## src/hdl/chc_pkg.sv

```systemverilog
`timescale 1ns / 1ps
`default_nettype none

package chc_pkg;

   localparam int BIN_COUNT    = 256;
   localparam int MAX_CHANNELS = 3;
   localparam int COUNT_BITS   = 32;

   localparam int STORE_DEPTH = MAX_CHANNELS * BIN_COUNT;
   localparam int BIN_BITS    = $clog2(BIN_COUNT);
   localparam int ADDR_BITS   = $clog2(STORE_DEPTH);

   // fixed widths of the transaction fields
   localparam int CH_BITS    = 2;
   localparam int LEVEL_BITS = 8;
   localparam int IDX_BITS   = 8;
   localparam int OUT_BITS   = 32;

   localparam logic [COUNT_BITS-1:0] COUNT_MAX = {COUNT_BITS{1'b1}};

   localparam logic OP_ACCUMULATE = 1'b0;
   localparam logic OP_READ       = 1'b1;

   typedef logic [ADDR_BITS-1:0]  addr_type;
   typedef logic [BIN_BITS-1:0]   bin_type;
   typedef logic [COUNT_BITS-1:0] count_type;

   // control carried from the issue stage to the update stage
   typedef struct packed {
      logic     valid;
      logic     is_read;
      logic     err;
      logic     restart;
      logic     last;
      bin_type  bin;
      addr_type addr;
   } stage_type;

endpackage

`default_nettype wire

```

## src/hdl/chc_update.sv

```systemverilog
`timescale 1ns / 1ps
`default_nettype none

module chc_update
   import chc_pkg::*;
(
   input  wire logic         clock,
   input  wire logic         reset,
   input  wire stage_type    stage,
   input  wire count_type    rd_data,
   output logic              wr_en,
   output addr_type          wr_addr,
   output count_type         wr_data,
   output logic              rsp_strobe,
   output logic [IDX_BITS-1:0] rsp_bin_index,
   output logic [OUT_BITS-1:0] rsp_occurrence_count,
   output logic [OUT_BITS-1:0] rsp_cumulative_count,
   output logic              rsp_final_bin,
   output logic              rsp_channel_error
);

   logic      fwd_valid_ff, fwd_valid_in;
   addr_type  fwd_addr_ff;
   count_type fwd_data_ff;
   count_type sum_ff, sum_in;

   logic                strobe_ff, strobe_in;
   logic [IDX_BITS-1:0] index_ff, index_in;
   logic [OUT_BITS-1:0] occ_ff, occ_in;
   logic [OUT_BITS-1:0] cum_ff, cum_in;
   logic                final_ff, final_in;
   logic                err_ff, err_in;

   count_type         data;
   count_type         base;
   logic [COUNT_BITS:0] total;
   count_type         new_sum;

   // take the value written last cycle; the memory still shows the old one
   assign data = (fwd_valid_ff && fwd_addr_ff == stage.addr) ? fwd_data_ff : rd_data;

   assign wr_en   = stage.valid && !stage.is_read;
   assign wr_addr = stage.addr;
   assign wr_data = (data == COUNT_MAX) ? data : data + 1'b1;
   assign fwd_valid_in = wr_en;

   assign base    = stage.restart ? '0 : sum_ff;
   assign total   = {1'b0, base} + {1'b0, data};
   assign new_sum = total[COUNT_BITS] ? COUNT_MAX : total[COUNT_BITS-1:0];

   always_comb begin
      sum_in    = sum_ff;
      strobe_in = stage.valid && stage.is_read;
      index_in  = IDX_BITS'(stage.bin);
      occ_in    = OUT_BITS'(data);
      cum_in    = OUT_BITS'(new_sum);
      final_in  = stage.last;
      err_in    = stage.err;
      if (stage.err) begin
         index_in = '0;
         occ_in   = '0;
         cum_in   = '0;
         final_in = 1'b0;
      end
      if (strobe_in) begin
         if (stage.err || stage.last) begin
            sum_in = '0;
         end else begin
            sum_in = new_sum;
         end
      end
   end

   always_ff @(posedge clock) begin
      if (reset) begin
         fwd_valid_ff <= 1'b0;
         sum_ff       <= '0;
         strobe_ff    <= 1'b0;
      end else begin
         fwd_valid_ff <= fwd_valid_in;
         sum_ff       <= sum_in;
         strobe_ff    <= strobe_in;
      end
   end

   always_ff @(posedge clock) begin
      fwd_addr_ff <= wr_addr;
      fwd_data_ff <= wr_data;
      index_ff    <= index_in;
      occ_ff      <= occ_in;
      cum_ff      <= cum_in;
      final_ff    <= final_in;
      err_ff      <= err_in;
   end

   assign rsp_strobe           = strobe_ff;
   assign rsp_bin_index        = index_ff;
   assign rsp_occurrence_count = occ_ff;
   assign rsp_cumulative_count = cum_ff;
   assign rsp_final_bin        = final_ff;
   assign rsp_channel_error    = err_ff;

endmodule

`default_nettype wire

```

## config.mk

```make
export PLATFORM = sky130hd
export DESIGN_NAME = chc_update
export DESIGN_NICKNAME = d
export VERILOG_FILES = /design/src/hdl/chc_pkg.sv /design/src/hdl/chc_update.sv
export SDC_FILE = /design/constraint.sdc
export NUM_CORES = 1
export LEC_CHECK = 0
export ABC_AREA = 1
export BUFFER_PORTS_ARGS = -buffer_cell sky130_fd_sc_hd__clkbuf_2
export CORE_UTILIZATION = 55
export CTS_CLUSTER_SIZE = 25
export DETAILED_ROUTE_END_ITERATION = 16
export PLACE_DENSITY = 0.88
export SLEW_MARGIN = 20
export SYNTH_ARGS = -nofsm -noshare
export SYNTH_HDL_FRONTEND = slang
export SYNTH_SLANG_ARGS = --single-unit
```

## constraint.sdc

```tcl
create_clock -name clock -period 3.9 [get_ports clock]
set_input_delay 0.78 -clock clock [delete_from_list [all_inputs] [get_ports clock]]
set_output_delay 0.78 -clock clock [all_outputs]
set_load 0.1 [all_outputs]
```

==> out/results.ini, run 1 <==
[timing]
crit_endpoint = wr_data[1]
worstEndpointType = output port

[synth]
synth_nets = 1521
ys_seq_elements = 150
syn-instance-count = 1442
yosysWarnings = 0
synthesis.area_um2 = 9200
yosysUniqueCellTypes = 52
yosysSeqAreaShare_pct = 32.6
synth.avg_cell_area_um2 = 6.38

[placement]
gp_congestion = 1.10
pre_cts_slack_ns = -0.337
hpwl_um = 24200
place_inst = 1964
port_buffers = 174
dpl_cell_area_um2 = 12100

[floorplan]
die_w_um = 131
pin_count = 175
num_rows = 46
die_h_um = 131
initial_core_util_pct = 57.1

[clock_network]
holdBufCountCts = 0
clock_sinks = 150
clockBufferDepth = 2
htreeDepth = 4
numCtsBuffers = 17
cts-root-buf = clkbuf_16

[run_status]
outcome = did not finish
lastStage = global routing
tool.error = [ERROR DPL-0038] Utilization greater than 100%, impossible to legalize

[global_route]
grt_max_degree = 57

-- Yosys cell counts, drive strengths merged --
library cell	instances	area [um2]
nor4	6	58.8
or2	12	75.1
o21ai	19	98.8
nor3	27	145
o211ai	1	7.51
a31oi	8	50.1
dfxtp	150	3000
nand3b	4	33.8
a21o	1	7.51
buf	26	226
and2	3	18.8
o41ai	1	8.76
o31ai	1	7.51
nand3	147	868
o221ai	1	8.76
nor2	161	707
nor4b	1	8.76
xor2	17	149
clkbuf	19	71.3
o21a	1	7.51
a21boi	2	15.0
clkinv	4	16.3
a21oi	69	360
inv	250	941
ha	22	275
o21bai	4	30.0
nand4	20	140
nand2	465	1860
-- stage by stage --
step / hold slack [ns] / util, % / setup TNS [ns]
after floorplan: 0.445 / - / -2.05
after global placement: 0.452 / 75.4 / -9.04
after detailed placement: 0.456 / 75.4 / -21.75
after CTS: 0.468 / 86.4 / -1.39
-- cell families after synthesis --
kind of cell	synth area share, %
XOR/XNOR	1.62
buffers and inverters	13.6
flip-flops	32.6
AND/OR/NAND/NOR	42.6
AO/OA/AOI/OAI	6.54
adder cells (fa/ha/maj)	2.99
-- timing repair --
action	4_1_cts
endpoints found under the hold margin	0
setup buffers	46
setup endpoints to repair	32
resized for setup	177
pin swaps	54
gates cloned	2
==> run 2, diff against run 1 <==
--- a/config.mk
+++ b/config.mk
@@ -7,10 +7,9 @@
 export LEC_CHECK = 0
 export ABC_AREA = 1
 export BUFFER_PORTS_ARGS = -buffer_cell sky130_fd_sc_hd__clkbuf_2
-export CORE_UTILIZATION = 55
-export CTS_CLUSTER_SIZE = 25
+export CORE_UTILIZATION = 40
 export DETAILED_ROUTE_END_ITERATION = 16
-export PLACE_DENSITY = 0.88
+export PLACE_DENSITY_LB_ADDON = 0.15
 export SLEW_MARGIN = 20
 export SYNTH_ARGS = -nofsm -noshare
 export SYNTH_HDL_FRONTEND = slang
==> run 2 against run 1 <==
Net effect:
- the flow now finishes, with violations (negative setup slack)
- area after synthesis did not move
- synthesized cell count did not move
==> out/results.ini, run 2 <==
[run_status]
outcome = finished with violations
violations = negative setup slack

[synth]
synth_top_area_share_pct = 32.6
ys_seq_elements = 150
synth_most_common_cell = nand2_1
yosysSeqAreaShare_pct = 32.6
synth_nets = 1521
yosysWarnings = 0
yosys-top-cells-area = dfxtp_1 33%, nand2_1 18%, inv_1 9.9%, nand3_1 6.6%, nor2_1 6.0%
synthFlopType = dfxtp_1
synth_edf_count = 0
async_flop_share_pct = 0
syn-instance-count = 1442
synth_area_leader_cell = dfxtp_1
yosysUniqueCellTypes = 52
synth_commonest_cells = 429 x nand2_1, 242 x inv_1, 150 x dfxtp_1
synth.avg_cell_area_um2 = 6.38
synthesis.area_um2 = 9200

[route]
totalWireLength_um = 34700
remaining_drc_errors = 0
vias_per_cell = 4.88
drt_pre_antenna_iters = 7
drt_iter0_drc = 715
avgRoutedWirePerCell_um = 16.0
drtAntennaViolNets = 0
vias = 10573

[global_route]
antenna_found_initial = 0
overflow = 0
grt_pass1_wl_um = 53000
grt_use_total_pct = 29.0
grt_max_degree = 56
first_global_vias = 9987

[timing]
finalSetupViolCount = 32
skew_ns = 0.00913
whs_ns = 0.465
max_clock_freq_mhz = 246
rsz0062_at_grt = true
tns_ns = -3.27
setup_slack_ns = -0.168
tightest_slew_ns = 0.825
post-route-min-period_ns = 4.07
finalCritPeriodShare_pct = 104
slew_violations = 0
finalHoldViolCount = 0
slew_headroom_pct = 45.0

[cells_and_area]
drive_gt1_share_pct = 38.4
finalNetCount = 1948
final_area_um2 = 14500
multiInputGateArea_um2 = 5850
area_growth_pct = 57.8
layout_commonest_cell = nand2_1
final_cell_mix = 391 x nand2_1, 257 x buf_4, 222 x inv_1
n_fill_cell = 1990
regArea_um2 = 3010
finalNonFillerCells = 2167
antenna_cells = 0
final_util_pct = 64.3

[worst_setup_path]
path_class = in -> out
path_max_fanout = 4
critPathCaptureType = output port
cp_cell_sequence = buf_4 -> inv_2 -> nand2_1 -> nand2_1 -> nor2_2 -> nand2_2 -> nor2_4 -> buf_6 -> nand3_2 -> nand2_2 -> inv_4 -> nor2_4 -> buf_4 -> nand2_1 -> nor3_2 -> nand4_1 -> or2_1 -> nand3_4 -> buf_12
worst_path_max_delay_cell = nor3_2
max_stage_delay_ns = 0.38
cp_data_arrival_time_ns = 3.29
timing.critical_path.mode_cell = nand2_1
cp-start-kind = input port
required_ns = 3.12

[placement]
port_buffers = 174
gp_congestion = 0.994
place_inst = 2085
dpl_cell_area_um2 = 12600
hpwl_um = 26000
pre_cts_slack_ns = -0.304

[clock_network]
clkSlewWorstSetupHoldPaths_ns = 0.07
htreeDepth = 4
clockBufferDepth = 2
clock_sinks = 150
tritoncts = built
clkLatencyLatePin_ns = 0.43
numCtsBuffers = 17
cts-root-buf = clkbuf_16

[flow_run]
maxCapViolations = 0

[floorplan]
die_w_um = 154
die_h_um = 154
dieArea_um2 = 23600
pin_count = 175
core_um2 = 22600
num_rows = 55
initial_core_util_pct = 40.8

[pwr]
cellLeakagePower_nw = 7.97
power_mw = 4.66
ir_drop_mv = 0.270
powerDensity_nw_per_um2 = 321

[hold_path]
hold_path.class = in -> reg

[run 2: final cells by class]
cell class	instances	share of cell area (%)
Multi-Input combinational cell	993	40.3
Inverter	254	6.84
Tap cell	285	2.46
Timing Repair Buffer	453	25.7
Clock inverter	13	0.940
Sequential cell	150	20.7
Clock buffer	19	3.05
[run 2: what timing repair did]
item,in CTS,in global routing
setup buffers,28,22
hold buffers,0,0
pin swaps,36,56
setup endpoints to repair,32,75
gates cloned,0,1
gates resized for setup,128,96
[run 2: power by group]
part           total (mW)  switching (mW)  internal, mW
clock                1.69           0.768         0.918
combinational        1.34           0.942         0.394
sequential           1.64          0.0312          1.61
total                4.66            1.74          2.92
[run 2: kinds of logic after synthesis]
family          Yosys count  synth area share [%]
simple gates            846                  42.6
buf+inv                 299                  13.6
flops                   150                  32.6
compound gates          108                  6.54
fa+ha+maj                22                  2.99
xor+xnor                 17                  1.62
[run 2: worst paths after layout]
kind	start	endpoint	slack (ns)	depth (start not counted)
min	stage[1]	fwd_addr_ff[1]	0.46	1
min reg2reg	sum_ff[5]	sum_ff[5]	0.46	2
max reg2reg	fwd_addr_ff[9]	sum_ff[27]	0.33	25
max	stage[9]	wr_data[27]	-0.17	19
[run 2: worst max-delay path, delay by kind of cell]
family                 cells  cell delay, ns
buffers and inverters      6            0.62
and+or+nand+nor           13            1.87
[run 2: per-layer routing]
metal	vias up	share of wire [%]	GRT usage, %
met4	0	3.4	11.2
met5	-	0	0
met3	71	6.3	3.83
li1	5313	-	-
met1	4790	46	39.9
met2	399	45	45.9
Power figures use the tool's default switching activity.
