### src/hdl/chc_pkg.sv
`timescale 1ns / 1ps
`default_nettype none

package chc_pkg;

   localparam int BIN_COUNT    = 256;
   localparam int MAX_CHANNELS = 3;
   localparam int COUNT_BITS   = 32;

   localparam int STORE_DEPTH = MAX_CHANNELS * BIN_COUNT;
   localparam int BIN_BITS    = $clog2(BIN_COUNT);
   localparam int ADDR_BITS   = $clog2(STORE_DEPTH);

   // fixed widths of the transaction fields
   localparam int CH_BITS    = 2;
   localparam int LEVEL_BITS = 8;
   localparam int IDX_BITS   = 8;
   localparam int OUT_BITS   = 32;

   localparam logic [COUNT_BITS-1:0] COUNT_MAX = {COUNT_BITS{1'b1}};

   localparam logic OP_ACCUMULATE = 1'b0;
   localparam logic OP_READ       = 1'b1;

   typedef logic [ADDR_BITS-1:0]  addr_type;
   typedef logic [BIN_BITS-1:0]   bin_type;
   typedef logic [COUNT_BITS-1:0] count_type;

   // control carried from the issue stage to the update stage
   typedef struct packed {
      logic     valid;
      logic     is_read;
      logic     err;
      logic     restart;
      logic     last;
      bin_type  bin;
      addr_type addr;
   } stage_type;

endpackage

`default_nettype wire

### src/hdl/chc_issue.sv
`timescale 1ns / 1ps
`default_nettype none

module chc_issue
   import chc_pkg::*;
(
   input  wire logic                  clock,
   input  wire logic                  reset,
   input  wire logic                  start,
   input  wire logic                  operation,
   input  wire logic [CH_BITS-1:0]    channel,
   input  wire logic [LEVEL_BITS-1:0] intensity,
   input  wire logic [CH_BITS-1:0]    channels_in_use,
   output logic                       busy,
   output logic                       rd_en,
   output addr_type                   rd_addr,
   output logic                       clr_en,
   output addr_type                   clr_addr,
   output stage_type                  stage
);

   logic               clearing_ff, clearing_in;
   addr_type           clr_cnt_ff, clr_cnt_in;
   logic [CH_BITS-1:0] rd_chan_ff, rd_chan_in;
   bin_type            next_bin_ff, next_bin_in;
   logic               stage_valid_ff, stage_valid_in;
   stage_type          stage_ff, stage_in;

   logic    accept;
   logic    active;
   logic    change;
   logic    in_range;
   bin_type bin;
   logic    last;

   assign busy   = clearing_ff;
   assign accept = start && !clearing_ff;

   assign active   = (int'(channel) < int'(channels_in_use)) && (int'(channel) < MAX_CHANNELS);
   assign in_range = int'(intensity) < BIN_COUNT;
   assign change   = channel != rd_chan_ff;
   assign bin      = change ? '0 : next_bin_ff;
   assign last     = int'(bin) == BIN_COUNT - 1;

   always_comb begin
      clearing_in = clearing_ff;
      clr_cnt_in  = clr_cnt_ff;
      if (clearing_ff) begin
         clr_cnt_in = clr_cnt_ff + 1'b1;
         if (int'(clr_cnt_ff) == STORE_DEPTH - 1) begin
            clearing_in = 1'b0;
         end
      end
   end

   assign clr_en   = clearing_ff;
   assign clr_addr = clr_cnt_ff;

   always_comb begin
      rd_chan_in     = rd_chan_ff;
      next_bin_in    = next_bin_ff;
      stage_valid_in = 1'b0;
      stage_in       = stage_ff;
      rd_en          = 1'b0;
      rd_addr        = ADDR_BITS'(int'(channel) * BIN_COUNT + int'(bin));
      if (accept) begin
         stage_in.is_read = operation;
         stage_in.err     = !active;
         stage_in.restart = change;
         stage_in.last    = last;
         stage_in.bin     = bin;
         unique case (operation)
            OP_ACCUMULATE: begin
               rd_addr        = ADDR_BITS'(int'(channel) * BIN_COUNT + int'(intensity));
               stage_valid_in = active && in_range;
               rd_en          = active && in_range;
            end
            OP_READ: begin
               stage_valid_in = 1'b1;
               rd_en          = active;
               rd_chan_in     = channel;
               if (!active || last) begin
                  next_bin_in = '0;
               end else begin
                  next_bin_in = bin + 1'b1;
               end
            end
            default: begin
               stage_valid_in = 1'b0;
            end
         endcase
         stage_in.addr = rd_addr;
      end
   end

   always_ff @(posedge clock) begin
      if (reset) begin
         clearing_ff    <= 1'b1;
         clr_cnt_ff     <= '0;
         rd_chan_ff     <= '0;
         next_bin_ff    <= '0;
         stage_valid_ff <= 1'b0;
      end else begin
         clearing_ff    <= clearing_in;
         clr_cnt_ff     <= clr_cnt_in;
         rd_chan_ff     <= rd_chan_in;
         next_bin_ff    <= next_bin_in;
         stage_valid_ff <= stage_valid_in;
      end
   end

   always_ff @(posedge clock) begin
      stage_ff <= stage_in;
   end

   always_comb begin
      stage       = stage_ff;
      stage.valid = stage_valid_ff;
   end

endmodule

`default_nettype wire

### config.mk
export PLATFORM = sky130hd
export DESIGN_NAME = chc_issue
export DESIGN_NICKNAME = d
export VERILOG_FILES = /design/src/hdl/chc_pkg.sv /design/src/hdl/chc_issue.sv
export SDC_FILE = /design/constraint.sdc
export NUM_CORES = 1
export LEC_CHECK = 0
export BUFFER_PORTS_ARGS = -buffer_cell sky130_fd_sc_hd__buf_2
export CAP_MARGIN = 5
export CORE_AREA = 2 2 67 69
export CTS_BUF_LIST = sky130_fd_sc_hd__clkbuf_16
export CTS_CLUSTER_DIAMETER = 40
export CTS_CLUSTER_SIZE = 28
export DETAILED_ROUTE_END_ITERATION = 8
export DIE_AREA = 0 0 69 71
export PLACE_DENSITY = 0.78
export SLEW_MARGIN = 20
export SYNTH_ARGS = -nofsm -noshare
export SYNTH_HDL_FRONTEND = slang
export SYNTH_SLANG_ARGS = --single-unit
### constraint.sdc
create_clock -name clock -period 2.7 [get_ports clock]
set_input_delay 0 -clock clock [delete_from_list [all_inputs] [get_ports clock]]
set_output_delay 0 -clock clock [all_outputs]
set_load 0.1 [all_outputs]
# Word-level counts from Yosys, hierarchy flattened
# Index checks and enable logic that the tools add are counted.
dict set report totals {
  ff_bits 44
  inputBits 16
  output_inout_bits 46
  elab_cells 37
}
dict set report op_classes {
  eq_ne 3
  reduce_logical 7
  n_addsub 4
  muxes 8
  n_lt_le_gt_ge 2
  bitwise_logic 2
}
# operator n
set op_table {}
lappend op_table {{$add A10 B8 Y10} 2}
lappend op_table {{$mux W10} 2}
lappend op_table {{$mux W8} 2}
lappend op_table {{$add A10 B1 Y10 const B} 1}
lappend op_table {{$eq A10 B10 Y1 const B} 1}
lappend op_table {{$add A8 B1 Y8 const B} 1}
lappend op_table {{$eq A8 B1 Y1 const B} 1}
lappend op_table {{$mux W1} 3}
lappend op_table {{$logic_and A1 B1 Y1} 2}
lappend op_table {{$logic_not A1 Y1} 2}
lappend op_table {{$lt A2 B2 Y1} 1}
lappend op_table {{$lt A2 B2 Y1 const B} 1}
lappend op_table {{$ne A2 B2 Y1} 1}
lappend op_table {{$not A1 Y1} 2}
lappend op_table {{$pmux W1 S2} 1}
lappend op_table {{$reduce_and A2 Y1} 1}
lappend op_table {{$reduce_or A2 Y1} 1}
lappend op_table {{$logic_or A1 B1 Y1} 1}

# Longest topological paths before layout
# Gate-level depths: netlist (run 1).
dict set report depth {
  depth_word 5
  depth_mapped 7
  depth_no_buf 6
}

# Worst setup path after synthesis (run 1)
# Ideal clock, no wire load.
dict set report synth_timing {
  path_type {reg-to-output}
  from {register clearing_ff, in the netlist busy}
  to {output port rd_addr[7]}
  required_time_ns 2.700
  path_slack_ns -1.357
  path_stages_with_launch 6
  path_buffers 2
  arrival_ns 4.057
  path_cell_list {dfxtp_1 buf_4 nor2b_1 nor2b_1 buf_2 o21ai_0}
}
dict set report synth_via {
  elab_chain_len 3
}
# item line_no
set synth_lines {}
lappend synth_lines {{from (decl)} chc_issue.sv:22} ;# logic clearing_ff, clearing_in;
lappend synth_lines {{from (signal assigned)} chc_issue.sv:104} ;# clearing_ff <= clearing_in;
lappend synth_lines {{$logic_not A1 Y1} chc_issue.sv:37} ;# assign accept = start && !clearing_ff;
lappend synth_lines {{$logic_and A1 B1 Y1} chc_issue.sv:37}
lappend synth_lines {{via accept} chc_issue.sv:29} ;# logic accept;
lappend synth_lines {{$mux W10} chc_issue.sv:66} ;# if (accept) begin
lappend synth_lines {{to (decl)} chc_issue.sv:16} ;# output addr_type rd_addr,
# The timed path passes the listed nets, and every way through them passes these cells.

# Worst setup path in the final report (run 1)
dict set report layout_timing {
  from {input port channel[1]}
  to {output port rd_en}
}
dict set report layout_via {
  elab_chain_len 3
  elab_cells_between_ends 4
  cone_classes {order compare (2); mux (1); reduce/logical (1)}
}
# item line_no
set layout_lines {}
lappend layout_lines {{from (decl)} chc_issue.sv:11} ;# input wire logic [CH_BITS-1:0] channel,
lappend layout_lines {{$lt A2 B2 Y1} chc_issue.sv:39} ;# assign active = (int'(channel) < int'(channels_in_use)) && (int'(channel) < MAX_CHANNELS);
lappend layout_lines {{$logic_and A1 B1 Y1 *} chc_issue.sv:39}
lappend layout_lines {{$mux W1 *} chc_issue.sv:66}
lappend layout_lines {{to (decl)} chc_issue.sv:15} ;# output logic rd_en,
# Every way passes the cells marked *; elsewhere a longest branch is shown, timed or not.

==> out/qor.yml, run 1 <==
post_cts_buffers: 0
critical_path.slowest_cell: "dlygate4sd3_1"
synth_area_per_cell_um2: 10.9
grt_pass1_wl_mm: 7.14
setup_viol: 0
syn-num-nets: 209
gp_congestion: 0.867
area_growth_syn_to_layout_pct: 29.0
multiInputGateArea_um2: 865
crit_required_ns: 2.70
fmax_ghz: 0.443
grt_max_degree: 26
vdd_drop_max_mv: 0.426
rows: 24
synth_seq_area_share: 0.529
clk_pin_slew_ns: 0.06
synth-seq-cells: 44
insertion_delay_ns: 0.28
p_per_area_nw_per_um2: 551
synthTopCellsByArea: "edfxtp_1 32%, dfxtp_1 21%, mux2_2 7.6%"
crit_path_start_kind: "input port"
regArea_um2: 1100
cts_buffers: 5
gr-total-overflow: 0
slew_violations: 0
antenna_left: 0
crit_family: "buffers and inverters"
post_dp_cell_area_um2: 2510
die_area_um2: 4900
antenna_found_initial: 0
clockBufferDepth: 2
grtUsageTotal: 0.180
cts_htree_levels: 2
vias_per_cell: 5.40
cp.arrival_ns: 2.26
root_buffer: "clkbuf_16"
yosys_warnings: 0
design_area_um2: 2690
relSlewSlack: 0.624
rsz0062_at_grt: "false"
die_w_um: 69
numPortBuffers: 61
drv_cap: 0
tightest_slew_ns: 0.565
drt-pass1-iter-count: 4
dpl.hpwl_mm: 3.04
syn_inst: 191
cts_tree: "yes"
critPathMostFrequentCell: "buf_2"
post-route-util: 0.639
cpPeakStageDelay_ns: 0.53
min_period_ns: 2.26
finalCritPeriodShare: 0.836
fin_tns_setup_ns: 0
yosysTopAreaCell: "edfxtp_1"
start_util: 0.495
wire_per_inst_um: 13.9
fill_cells: 326
io_pins: 62
drcViolationCount: 0
grt_pass1_vias: 1552
path_class: "in2out"
drt_wl_total_mm: 4.20
vias: 1631
synth_area_um2: 2080
path_cells: "dlygate4sd3_1 -> buf_2 -> ha_1 -> nor2b_1 -> o31ai_4 -> and2_1 -> buf_2"
skew_ns: 0.00436
cts.repair.resized: 0
cp-end-kind: "primary output"
path_buf_inv: 3
core_area_um2: 4200
status: "completed"
critPathMaxFanout: 14
netlist.area_leader.share: 0.317
dieHeight_um: 71
drt_iter0_drc: 142
power.total_mw: 1.48
hold_path.class: "in2reg"
cts.sinks: 44
synthDistinctLibCells: 39
nNetsFinal: 267
antennaDiodeCount: 0
final_hold_viol_count: 0
p_leak_nw: 1.10
drive_gt1_frac: 0.372
kinds of logic (layout without fill, tap and decap cells):
group,Yosys count,after routing,synth area share
simple gates,70,70,0.184
flops,44,44,0.529
compound gates,28,28,0.0931
buf+inv,24,83,0.0607
mux,15,15,0.0805
xor+xnor,8,8,0.0409
fa+ha+maj,2,2,0.0120
worst paths after layout:
path | end | cells after the start | slack (ns) | start
setup / recovery | rd_en | 7 | 0.44 | channel[1]
hold / removal | stage[8] | 1 | 0.02 | channel[0]
setup reg to reg | next_bin_ff[4] | 4 | 1.14 | busy
hold reg to reg | rd_chan_ff[0] | 2 | 0.49 | rd_chan_ff[0]
sequential cells by signal, indices dropped and copies added, names as in the netlist:
name            count
busy                1
clr_addr           10
next_bin_ff         8
rd_chan_ff          2
stage              22
stage_valid_ff      1
placed cells by master (no fill, tap or decap), types with 2 or more instances in the layout:
cell type,Yosys,layout
nor2b_1,4,3
dfxtp_1,22,22
or3_1,6,6
edfxtp_1,22,22
and3_1,8,8
nand3_1,11,11
ha_1,2,2
and4_1,3,3
o32ai_1,5,5
a21oi_1,7,7
nor2_1,10,10
mux2_2,14,14
a31oi_1,5,5
nand2_1,17,17
buf_2,2,53
clkbuf_16,0,5
xnor2_1,2,2
buf_4,5,2
a41oi_1,2,2
nand4_1,3,3
xor2_1,4,4
o21ai_0,5,3
xnor2_2,2,2
o21ai_2,0,2
inv_1,10,11
buf_12,0,8
where the power goes:
group,internal (mW),switching (mW)
Sequential,0.702,0.00444
Combinational,0.0342,0.0815
Clock,0.431,0.228
Total,1.17,0.314
per-layer routing:
layer / global-route usage / vias to the layer above / part of all wire
met4: 0.0741 / 0 / 0.0079
met1: 0.205 / 741 / 0.41
met2: 0.327 / 71 / 0.52
li1: - / 813 / -
met3: 0.0413 / 6 / 0.064
met5: 0 / - / 0
cell usage after synthesis (all sizes together):
library cell,number
a21o,1
xnor2,4
clkbuf,4
nand3,11
nand2,17
and3,8
dfxtp,22
o211ai,1
a31oi,5
xor2,4
a41oi,2
and4,3
or4b,1
nand3b,1
nor2b,4
mux2i,1
o31ai,1
and2,2
inv,11
nand4,3
o32ai,5
o21ai,6
mux2,14
edfxtp,22
a21oi,7
buf,9
and4b,1
and3b,1
nor4,1
ha,2
or3,7
nor2,10
area by class of cell:
type                       count  area share
multi-input combinational    123       0.322
clock inverter                 3      0.0144
timing repair buffer          64       0.168
inverter                      11      0.0154
sequential                    44       0.410
tap                           52      0.0242
clock buffer                   5      0.0466
through the flow:
stage          cells  setup slack [ns]  hold slack (ns)
2_1_floorplan    191            0.0810           0.0989
3_3_place_gp     293              1.04            0.278
3_5_place_dp     293              1.01            0.283
4_1_cts          302             0.449           0.0191
5_1_grt          302             0.330           0.0262
6_report         302             0.443           0.0187
repair_timing:
action	4_1_cts	5_1_grt
endpoints found under the setup margin	0	0
hold buffers	1	0
endpoints found under the hold margin	1	0
worst register-to-register path: stages (launching register included):
cell and delay, ns:
dfxtp_1 0.42, nand3b_1 0.47, nor4_1 0.29, o211ai_1 0.13, a21oi_1 0.18
Power figures use the tool's default switching activity.
==> run 2: changes to the inputs <==
--- a/config.mk
+++ b/config.mk
@@ -5,6 +5,7 @@
 export SDC_FILE = /design/constraint.sdc
 export NUM_CORES = 1
 export LEC_CHECK = 0
+export ABC_AREA = 1
 export BUFFER_PORTS_ARGS = -buffer_cell sky130_fd_sc_hd__buf_2
 export CAP_MARGIN = 5
 export CORE_AREA = 2 2 67 69
@@ -13,7 +14,7 @@
 export CTS_CLUSTER_SIZE = 28
 export DETAILED_ROUTE_END_ITERATION = 8
 export DIE_AREA = 0 0 69 71
-export PLACE_DENSITY = 0.78
+export PLACE_DENSITY = 0.77
 export SLEW_MARGIN = 20
 export SYNTH_ARGS = -nofsm -noshare
 export SYNTH_HDL_FRONTEND = slang
==> constraint.sdc (replaced) <==
create_clock -name clock -period 2.32 [get_ports clock]
set_input_delay 0 -clock clock [delete_from_list [all_inputs] [get_ports clock]]
set_output_delay 0 -clock clock [all_outputs]
set_load 0.1 [all_outputs]
==> out/qor.yml, run 2 <==
drt-pass1-iter-count: 4
vdd_drop_max_mv: 0.446
io_pins: 62
critPathMaxFanout: 30
cts_buffers: 5
intPower_mw: 1.23
dpl.hpwl_mm: 3.17
synth.most_common_cell: "nand2_1"
clk_pin_slew_ns: 0.06
die_w_um: 69
r2r-start: "rd_chan_ff[1]"
area_growth_syn_to_layout_pct: 32.5
setup_viol: 0
dieHeight_um: 71
final_cell_mix: "66 x nand2_1, 53 x buf_2, 31 x inv_1"
drt_iter0_drc: 116
post_cts_buffers: 0
synth-seq-cells: 44
antenna_found_initial: 0
rows: 24
cts_tree: "yes"
synth_common_cells: "66 x nand2_1, 30 x inv_1, 26 x o21ai_0, 22 x dfxtp_1, 22 x edfxtp_1"
path_class: "reg2out"
clockBufferDepth: 2
start_util: 0.488
drv_cap: 0
holdWs_ns: -0.00218
power_frac_comb: 0.074
violations: "negative hold slack"
root_buffer: "clkbuf_16"
post_dp_cell_area_um2: 2560
tightest_slew_ns: 0.500
drive_gt1_frac: 0.293
power_frac_clock: 0.409
wire_per_inst_um: 11.7
vias: 1797
grtUsageTotal: 0.185
sw_frac_of_total: 0.224
cp.arrival_ns: 2.08
die_area_um2: 4900
synth_ff_type: "edfxtp_1"
synthArstFlopShare: 0
yosys_warnings: 0
antennaDiodeCount: 0
design_area_um2: 2720
seqPwrFrac: 0.517
power.total_mw: 1.59
synth_edf_count: 22
crit_required_ns: 2.32
grt_pass1_vias: 1665
min_from: "channel[1]"
cts_htree_levels: 2
hold_path.class: "in2reg"
relSlewSlack: 0.666
status: "finished with violations"
crit_path_start_kind: "flop"
insertion_delay_ns: 0.28
syn-num-nets: 265
cp-end-kind: "primary output"
grt_pass1_wl_mm: 7.27
fmax_ghz: 0.481
slew_violations: 0
cts.sinks: 44
vias_per_cell: 4.95
grt_max_degree: 31
nNetsFinal: 328
p_per_area_nw_per_um2: 584
gr-total-overflow: 0
finalCritPeriodShare: 0.897
min_period_ns: 2.08
yosysTopAreaCell: "edfxtp_1"
rsz0062_at_grt: "false"
netlist.area_leader.share: 0.322
p_leak_nw: 1.12
core_area_um2: 4200
synthTopCellsByArea: "edfxtp_1 32%, dfxtp_1 21%, nand2_1 12%"
largest_reg_flops: 22
synth_area_um2: 2050
synth_seq_area_share: 0.536
fin_tns_setup_ns: 0
drt_wl_total_mm: 4.26
synthDistinctLibCells: 26
skew_ns: 0.00570
p_switching_mw: 0.355
antenna_left: 0
drcViolationCount: 0
synth_area_per_cell_um2: 8.31
layout_commonest_cell: "nand2_1"
startpoint: "busy"
gp_congestion: 0.940
numPortBuffers: 61
final_hold_viol_count: 1
syn_inst: 247
-- run 2: cell count changes in the layout (fill, tap and decap cells not counted), sizes merged, moves of 4 or more --
cell	previous run	this run
and3	8	0
nor3	0	4
nor2b	4	0
nand2	17	69
or3	7	0
xor2	4	0
o32ai	5	0
a31oi	5	0
o21ai	6	28
a21oi	7	16
mux2	14	0
inv	12	34
nor2	10	24
-- run 2: metrics by stage --
step,instances,worst slack (ns),utilization
final,363,0.239,0.647
after global routing,363,0.0356,0.647
after CTS,363,0.144,0.646
after detailed placement,353,0.467,0.609
after global placement,353,0.563,0.609
after floorplan,247,-0.258,-
-- run 2: what timing repair did --
item                                   4_1_cts  5_1_grt
hold buffers                                 2        0
endpoints found under the hold margin        2        0
setup endpoints to repair                    0        3
resized for setup                            0        1
-- run 2: power groups by stage --
stage	Combinational [mW]	Clock [mW]	Sequential (mW)
global route	0.129	0.687	0.822
floorplan	0.0570	0	0.868
detailed placement	0.114	0	0.838
global placement	0.112	0	0.838
CTS	0.117	0.656	0.821
finish	0.118	0.651	0.821
-- run 2: layout make-up --
type                       count  area [µm²]
clock inverter                 3        11.3
clock buffer                   5         125
fill                         355        1480
timing repair buffer          66         468
multi-input combinational    159         821
inverter                      34         128
tap                           52        65.1
sequential                    44        1100
-- run 2: final timing paths --
kind               endpoint  slack [ns]  cells after the start
max              rd_addr[7]        0.24                      6
min                stage[9]      -0.002                      1
max reg2reg  next_bin_ff[5]        0.57                     11
min reg2reg  next_bin_ff[7]        0.48                      2
-- run 2: cell families after synthesis --
family          Yosys count  synth area share
buf+inv                  44            0.0920
simple gates            111             0.241
fa+ha+maj                 2            0.0122
flops                    44             0.536
xor+xnor                  1           0.00427
compound gates           45             0.115
-- run 2: routing by layer --
layer	GRT usage	up-vias	routed length [µm]
li1	-	926	-
met1	0.237	798	1860
met2	0.293	63	2010
met3	0.0541	10	295
met4	0.0850	0	98
met5	0	-	0
-- run 2: worst max-delay path, cell delays in order (launching register included) --
cell and delay, ns:
dfxtp_2 0.38, inv_1 0.10, nand2_1 0.12, clkinv_1 0.31
buf_4 0.37, o21ai_1 0.28, buf_12 0.21
==> run 3: changes to the inputs <==
--- a/config.mk
+++ b/config.mk
@@ -15,6 +15,7 @@
 export DETAILED_ROUTE_END_ITERATION = 8
 export DIE_AREA = 0 0 69 71
 export PLACE_DENSITY = 0.77
+export REMOVE_ABC_BUFFERS = 1
 export SLEW_MARGIN = 20
 export SYNTH_ARGS = -nofsm -noshare
 export SYNTH_HDL_FRONTEND = slang
==> out/qor.yml, run 3 (synthesis results as in run 2) <==
drt_iter0_drc: 113
grtUsageTotal: 0.182
area_growth_syn_to_layout_pct: 32.1
grt_pass1_vias: 1640
cp-end-kind: "primary output"
die_area_um2: 4900
antennaDiodeCount: 0
path_buf_inv: 7
drcViolationCount: 0
cts_buffers: 5
cts_htree_levels: 2
fill_cells: 355
grt_pass1_wl_mm: 7.22
crit_required_ns: 2.32
io_pins: 62
p_leak_nw: 1.13
sw_frac_of_total: 0.212
gr-total-overflow: 0
core_area_um2: 4200
numPortBuffers: 61
cts.sinks: 44
slew_violations: 0
p_per_area_nw_per_um2: 632
start_util: 0.488
final_hold_viol_count: 0
rows: 24
path_cells: "dlygate4sd3_1 -> buf_2 -> inv_1 -> nand2_1 -> nand2_1 -> nor2_4 -> buf_4 -> inv_2 -> nor2_2 -> inv_1 -> o21ai_0 -> buf_12"
root_buffer: "clkbuf_16"
setup_viol: 0
crit_path_start_kind: "input port"
antenna_found_initial: 0
p_switching_mw: 0.364
min_period_ns: 2.15
holdWs_ns: 0.0244
clockBufferDepth: 2
power_frac_clock: 0.451
critPathMaxFanout: 8
drt-pass1-iter-count: 6
power_frac_comb: 0.070
nNetsFinal: 330
antenna_left: 0
cp.arrival_ns: 2.15
fmax_ghz: 0.466
cpPeakStageDelay_ns: 0.52
seqPwrFrac: 0.479
insertion_delay_ns: 0.28
hold_path.class: "in2reg"
rsz0062_at_grt: "false"
clk_pin_slew_ns: 0.06
largest_reg_flops: 22
finalCritPeriodShare: 0.926
final_cell_mix: "66 x nand2_1, 53 x buf_2, 31 x inv_1"
min_from: "intensity[0]"
cts_tree: "yes"
startpoint: "channel[1]"
multiInputGateArea_um2: 768
drive_gt1_frac: 0.278
skew_ns: 0.00742
regArea_um2: 1100
tightest_slew_ns: 0.509
r2r-start: "rd_chan_ff[1]"
wire_per_inst_um: 11.6
intPower_mw: 1.35
path_class: "in2out"
vias: 1788
vdd_drop_max_mv: 0.330
die_w_um: 69
post-route-util: 0.645
relSlewSlack: 0.660
critical_path.slowest_cell: "dlygate4sd3_1"
dpl.hpwl_mm: 3.17
drt_wl_total_mm: 4.22
layout_commonest_cell: "nand2_1"
fin_tns_setup_ns: 0
drv_cap: 0
dieHeight_um: 71
status: "completed"
crit_family: "buffers and inverters"
grt_max_degree: 20
place_inst: 354
vias_per_cell: 4.90
power.total_mw: 1.71
stdcell_count: 365
gp_congestion: 0.899
-- run 3: layout make-up --
cell class / count / area share
multi-input cells: 159 / 0.283
clock inverters: 3 / 0.0143
inverters: 34 / 0.0471
well taps: 52 / 0.0240
repair buffers: 68 / 0.179
clock buffers: 5 / 0.0461
flip-flops and latches: 44 / 0.406
-- run 3: through the flow --
| step | worst slack [ns] | cell area, µm² |
|---|---|---|
| after floorplan | -2.82 | 1990 |
| after global placement | 0.582 | 2510 |
| after detailed placement | 0.458 | 2510 |
| after CTS | 0.0901 | 2710 |
| after global routing | 0.0242 | 2710 |
| final | 0.173 | 2710 |
-- run 3: power groups by stage --
stage,combinational [mW],clock [mW],sequential [mW]
2_1_floorplan,0.0356,0,0.868
5_1_grt,0.130,0.806,0.821
4_1_cts,0.119,0.781,0.821
3_3_place_gp,0.112,0,0.838
6_report,0.120,0.774,0.821
3_5_place_dp,0.115,0,0.838
-- run 3: final timing paths --
path / to / slack, ns / cells past startpoint
max: rd_addr[0] / 0.17 / 12
min: stage[0] / 0.02 / 3
max reg2reg: next_bin_ff[5] / 0.59 / 12
min reg2reg: next_bin_ff[7] / 0.48 / 2
-- run 3: tightest hold or removal path: cells and delay by family --
family	cells	cell delay, ns
compound gates	1	0.06
buf+inv	1	0.08
simple gates	1	0.06
-- run 3: per-layer routing --
layer | global-route usage | routed length, µm
met4 | 0.0937 | 106
met5 | 0 | 0
met3 | 0.0370 | 241
met2 | 0.313 | 2020
met1 | 0.217 | 1850
-- run 3: repair_timing --
item | CTS | global route
hold buffers | 3 | 0
endpoints found under the setup margin | 0 | 4
hold endpoints to repair | 3 | 0
setup buffers | 0 | 0
resized for setup | 0 | 2
